## src/design/gtt_pkg.sv

```systemverilog
// Package for the guarded transition table checker.
// Holds sizes, command and register codes, the sequencer states and the check select struct.
// No dependencies.
package gtt_pkg;

   localparam int TABLE_WORDS      = 1024;
   localparam int MAX_GUARDS       = 8;
   localparam int MAX_ROWS         = 128;
   localparam int ROW_HEADER_WORDS = 2;

   localparam int ADDR_W   = $clog2(TABLE_WORDS);
   localparam int GUARD_W  = $clog2(MAX_GUARDS);
   localparam int ROW_W    = $clog2(MAX_ROWS + 1);
   localparam int STRIDE_W = $clog2(MAX_GUARDS + ROW_HEADER_WORDS + 1);
   localparam int BASE_W   = $clog2(MAX_ROWS * (MAX_GUARDS + ROW_HEADER_WORDS) + 1);

   localparam logic [1:0] CMD_WRITE_TABLE  = 2'd0;
   localparam logic [1:0] CMD_WRITE_STATUS = 2'd1;
   localparam logic [1:0] CMD_EVALUATE     = 2'd2;

   localparam logic [1:0] CSR_TRANSITION_COUNT = 2'd0;
   localparam logic [1:0] CSR_GUARD_COUNT      = 2'd1;
   localparam logic [1:0] CSR_GUARD_KIND_MASK  = 2'd2;
   localparam logic [1:0] CSR_WILDCARD_VALUE   = 2'd3;

   typedef enum logic [4:0] {
      S_IDLE  = 5'b00001,
      S_ROW   = 5'b00010,
      S_READ  = 5'b00100,
      S_CHECK = 5'b01000,
      S_DONE  = 5'b10000
   } seq_state_type;

   // Tells the check unit what the word under test is.
   typedef struct packed {
      logic hdr_src;
      logic hdr_req;
      logic mask_test;
   } chk_sel_type;

endpackage

```

## src/design/gtt_word_check.sv

```systemverilog
// Shared compare unit of the transition checker: tests one table word at a time.
// Depends on gtt_pkg for chk_sel_type.
module gtt_word_check import gtt_pkg::*; (
   input  chk_sel_type sel,
   input  logic [31:0] word,
   input  logic [31:0] current_state,
   input  logic [31:0] requested_state,
   input  logic [31:0] status,
   input  logic [31:0] wildcard_word,
   output logic        pass
);

   always_comb begin
      priority if (sel.hdr_src) begin
         pass = (word == current_state);
      end else if (sel.hdr_req) begin
         pass = (word == requested_state);
      end else if (sel.mask_test) begin
         pass = ((status & word) == word);
      end else begin
         pass = (status == word) || (word == wildcard_word);
      end
   end

endmodule

```

## config.mk

```make
export PLATFORM = sky130hd
export DESIGN_NAME = gtt_word_check
export DESIGN_NICKNAME = d
export VERILOG_FILES = /design/src/design/gtt_pkg.sv /design/src/design/gtt_word_check.sv
export SDC_FILE = /design/constraint.sdc
export NUM_CORES = 1
export LEC_CHECK = 0
export BUFFER_PORTS_ARGS = -buffer_cell sky130_fd_sc_hd__clkbuf_2
export CAP_MARGIN = 20
export CORE_MARGIN = 4
export CORE_UTILIZATION = 42
export DETAILED_ROUTE_END_ITERATION = 7
export GPL_ROUTABILITY_DRIVEN = 0
export PLACE_DENSITY = 0.91
export SYNTH_ARGS = -nofsm -noshare
export SYNTH_HDL_FRONTEND = slang
export SYNTH_SLANG_ARGS = --single-unit
```

## constraint.sdc

```tcl
create_clock -name vclk -period 3.7
set_input_delay 0.555 -clock vclk [all_inputs]
set_output_delay 0.555 -clock vclk [all_outputs]
set_load 0.1 [all_outputs]
```

# After elaboration in Yosys (flattened, before gate mapping)
# Cells that the tools add are included.
[totals] rom_bits=0 output_inout_bits=1 wordCells=10 ff_bits=0 inputBits=163 mem_count=0 mem_bits_rw=0 latchBits=0
[op_classes] n_reduce_logical=1 n_eq_ne=5 n_div=0 bitwise_logic=1 shift=0 n_addsub=0 order_cmp=0 muxes=3 mul=0
[ops] operator="$eq 32x32->1" count=5
[ops] operator="$and 32x32->32" count=1
[ops] operator="$mux 1" count=3
[ops] operator="$logic_or 1x1->1" count=1

# Depth between registers and ports, before layout
[logic_depth] depth_word=5 ltp_mapped=8

# Worst setup path after synthesis
# OpenSTA, ideal clock, no wires.
[synth_timing] kind="in2out" startpoint="input status[0]" endpoint="output pass" slack_ps=664 cell_stages=8 arrival_ps=2481 t_required_ps=3145 cell_sequence="inv_1 ha_1 nor4b_1 nand4_1 or3_1 a211oi_1 o21ai_0 nand3_1"
[synth_via] elab_chain_cells=5
[synth_rtl] item="start: declaration" line="gtt_word_check.sv:8" rtl="input logic [31:0] status,"
[synth_rtl] item="$and 32x32->32 or $eq 32x32->1 (tied branches)" line="gtt_word_check.sv:19, gtt_word_check.sv:21"
[synth_rtl] item="$eq 32x32->1 or $logic_or 1x1->1 (tied branches)" line="gtt_word_check.sv:19, gtt_word_check.sv:21"
[synth_rtl] item="$mux 1 *" line="gtt_word_check.sv:18" rtl="end else if (sel.mask_test) begin"
[synth_rtl] item="$mux 1 *" line="gtt_word_check.sv:16" rtl="end else if (sel.hdr_req) begin"
[synth_rtl] item="$mux 1 *" line="gtt_word_check.sv:14" rtl="priority if (sel.hdr_src) begin"
[synth_rtl] item="end: declaration" line="gtt_word_check.sv:10" rtl="output logic pass"
# Every way passes the cells marked *; elsewhere a longest branch is shown, timed or not.

# Worst setup path after layout
[layout_timing] startpoint="input word[1]" endpoint="output pass"
[layout_via] elab_chain_cells=5
[layout_rtl] item="start: declaration" line="gtt_word_check.sv:5" rtl="input logic [31:0] word,"
[layout_rtl] item="$and 32x32->32 or $eq 32x32->1 (tied branches)" line="gtt_word_check.sv:19, gtt_word_check.sv:21"
[layout_rtl] item="$eq 32x32->1 or $logic_or 1x1->1 (tied branches)" line="gtt_word_check.sv:19, gtt_word_check.sv:21"
[layout_rtl] item="$mux 1" line="gtt_word_check.sv:18"
[layout_rtl] item="$mux 1" line="gtt_word_check.sv:16"
[layout_rtl] item="$mux 1 *" line="gtt_word_check.sv:14"
# Marked as above.

==> impl_metrics.toml <==
[sta]
timing.final.max_slew_violations = 0
tns_ps = 0
hold_slack_ps = 1760
rsz0062_at_grt = "no"
hold_violations = 0
setup_ws_ps = 406
tightest_slew_ps = 557
setup_viol = 0
fmax_mhz = 304
slew_headroom = 0.630
period_needed_ps = 3290
fin_crit_sh = 0.890

[global_route]
grt_max_degree = 5
grt_antenna_before_repair = 0
grt-ovfl-total = 0
grt_pass1_wl_mm = 10.4
gr-usage-all-layers = 0.258
grt_pass1_vias = 2230

[floorplanning]
initial_core_util = 0.433
num_rows = 23
die_area_um2 = 5210
ios = 164
die_h_um = 72.2
fp.coreArea_um2 = 4000
fp.dieW_um = 72.2

[final_layout]
nClkBuffers = 0
nets = 581
design.seq.count = 0
fin_area_um2 = 2610
drive_above_1_share = 0.427
register_area_um2 = 0
area.growth.synth_to_final_pct = 51.0
insertedDiodeCount = 0

[yosys]
synth_fp_nets = 415
syn_inst = 220
synth-seq-area-share = 0
yosys_warnings = 0
syn-mean-instance-area_um2 = 7.87
yosysUniqueCellTypes = 15
syn-cell-area_um2 = 1730

[worst_setup_path]
start_kind = "input pin"
crit_fanout = 4
cp.arrival_ps = 2740
cp_common_cell = "clkbuf_2"
worst-setup-path-type = "in -> out"
max_stage_delay_ps = 460
required_ps = 3140
cp-end-kind = "output pin"
crit_path_top_delay_cell = "clkbuf_2"
worstPathCellList = "clkbuf_2 > ha_1 > nor4b_1 > nand4_1 > or3_1 > a211oi_1 > o21ai_0 > nand3_1 > clkbuf_2"
crit_family = "simple AND/OR/NAND/NOR gates"
worst-path-buf-inv = 2
cp.depth = 9

[detailed_routing]
wl_mm = 7.06
num_vias = 2191
drc = 0
vias_per_cell = 5.05
firstDrtPassIters = 4
drt_iter0_drc = 80
routedWlPerCell_um = 16.3
antenna_left = 0

[worst_hold_path]
hp-start = "sel[1]"
hold_end = "pass"
whs_path_depth = 5
hp-class = "in -> out"

[power_and_ir_drop]
power_leakage_nw = 1.47
cellPowerDensity_nw_per_um2 = 105
ir_worst_vdd_mv = 0.0504

[placed_design]
dp_hpwl_mm = 6.59
io_buffer_count = 164
pre_cts_slack_ps = 420
dpl_cell_area_um2 = 2610

[cts]
postCtsSetupRepairBufs = 0
post_cts_resized = 0
ctsHoldBuffers = 0

[run_status]
status = "completed"

[run]
max_cap_violations = 0
==> cell families after synthesis <==
logic type,share of synthesized area
xor gates and xnor gates,0.486
adders and majority gates,0.231
buffers and inverters,0.0694
AOI/OAI and AO/OA,0.00723
and+or+nand+nor,0.206
==> placed cells by master (no fill, tap or decap) <==
master / count
a211oi_1: 1
clkbuf_2: 164
ha_1: 32
inv_1: 32
nand2_1: 2
nand3_1: 2
nand4_1: 23
nand4b_1: 1
nor2_1: 2
nor4_1: 24
nor4b_1: 1
o21ai_0: 1
or3_1: 2
or4_1: 1
xnor2_1: 40
xor2_1: 56
==> how the worst max path moves through the flow <==
| stage | start | endpoint | slack, ps |
|---|---|---|---|
| 2_1_floorplan | status[0] | pass | 660 |
| 3_3_place_gp | word[1] | pass | 420 |
| 3_5_place_dp | word[1] | pass | 420 |
| 4_1_cts | word[1] | pass | 420 |
| 5_1_grt | word[1] | pass | 230 |
| 6_report | word[1] | pass | 410 |
==> area by class of cell <==
cell class	count	area [um^2]
Multi-Input combinational cell	188	1610
Fill cell	362	1390
Timing Repair Buffer	164	821
Inverter	32	120
Tap cell	50	62.6
==> synthesized netlist by cell type (all sizes together) <==
cell type	number	share of area
nand2	2	0.0043
nor4	24	0.087
or4	1	0.0043
nor2	2	0.0043
xnor2	40	0.20
o21ai	1	0.0029
inv	32	0.069
nand4	23	0.083
ha	32	0.23
xor2	56	0.28
nand3	2	0.0058
nand4b	1	0.0051
a211oi	1	0.0043
nor4b	1	0.0051
or3	2	0.0072
==> per-stage QoR <==
stage                     total power, mW  instances   util
final                               0.274        434  0.653
after global routing                0.304        434  0.653
after CTS                           0.277        434  0.653
after detailed placement            0.275        434  0.653
after global placement              0.269        434  0.653
after floorplan                     0.120        220      -
==> layer usage <==
| metal | vias to the layer above | track usage | wire length (um) |
|---|---|---|---|
| met1 | 970 | 0.308 | 2760 |
| li1 | 1100 | - | - |
| met5 | - | 0 | 0 |
| met3 | 11 | 0.0277 | 585 |
| met2 | 110 | 0.489 | 3560 |
| met4 | 0 | 0.0501 | 154 |
==> power breakdown <==
group	total [mW]	leakage (nW)	internal, mW	switching [mW]
Clock	0	0	0	0
Sequential	0	0	0	0
Combinational	0.274	1.47	0.143	0.132
Total	0.274	1.47	0.143	0.132
No activity file was read; power rests on OpenSTA's default activity.
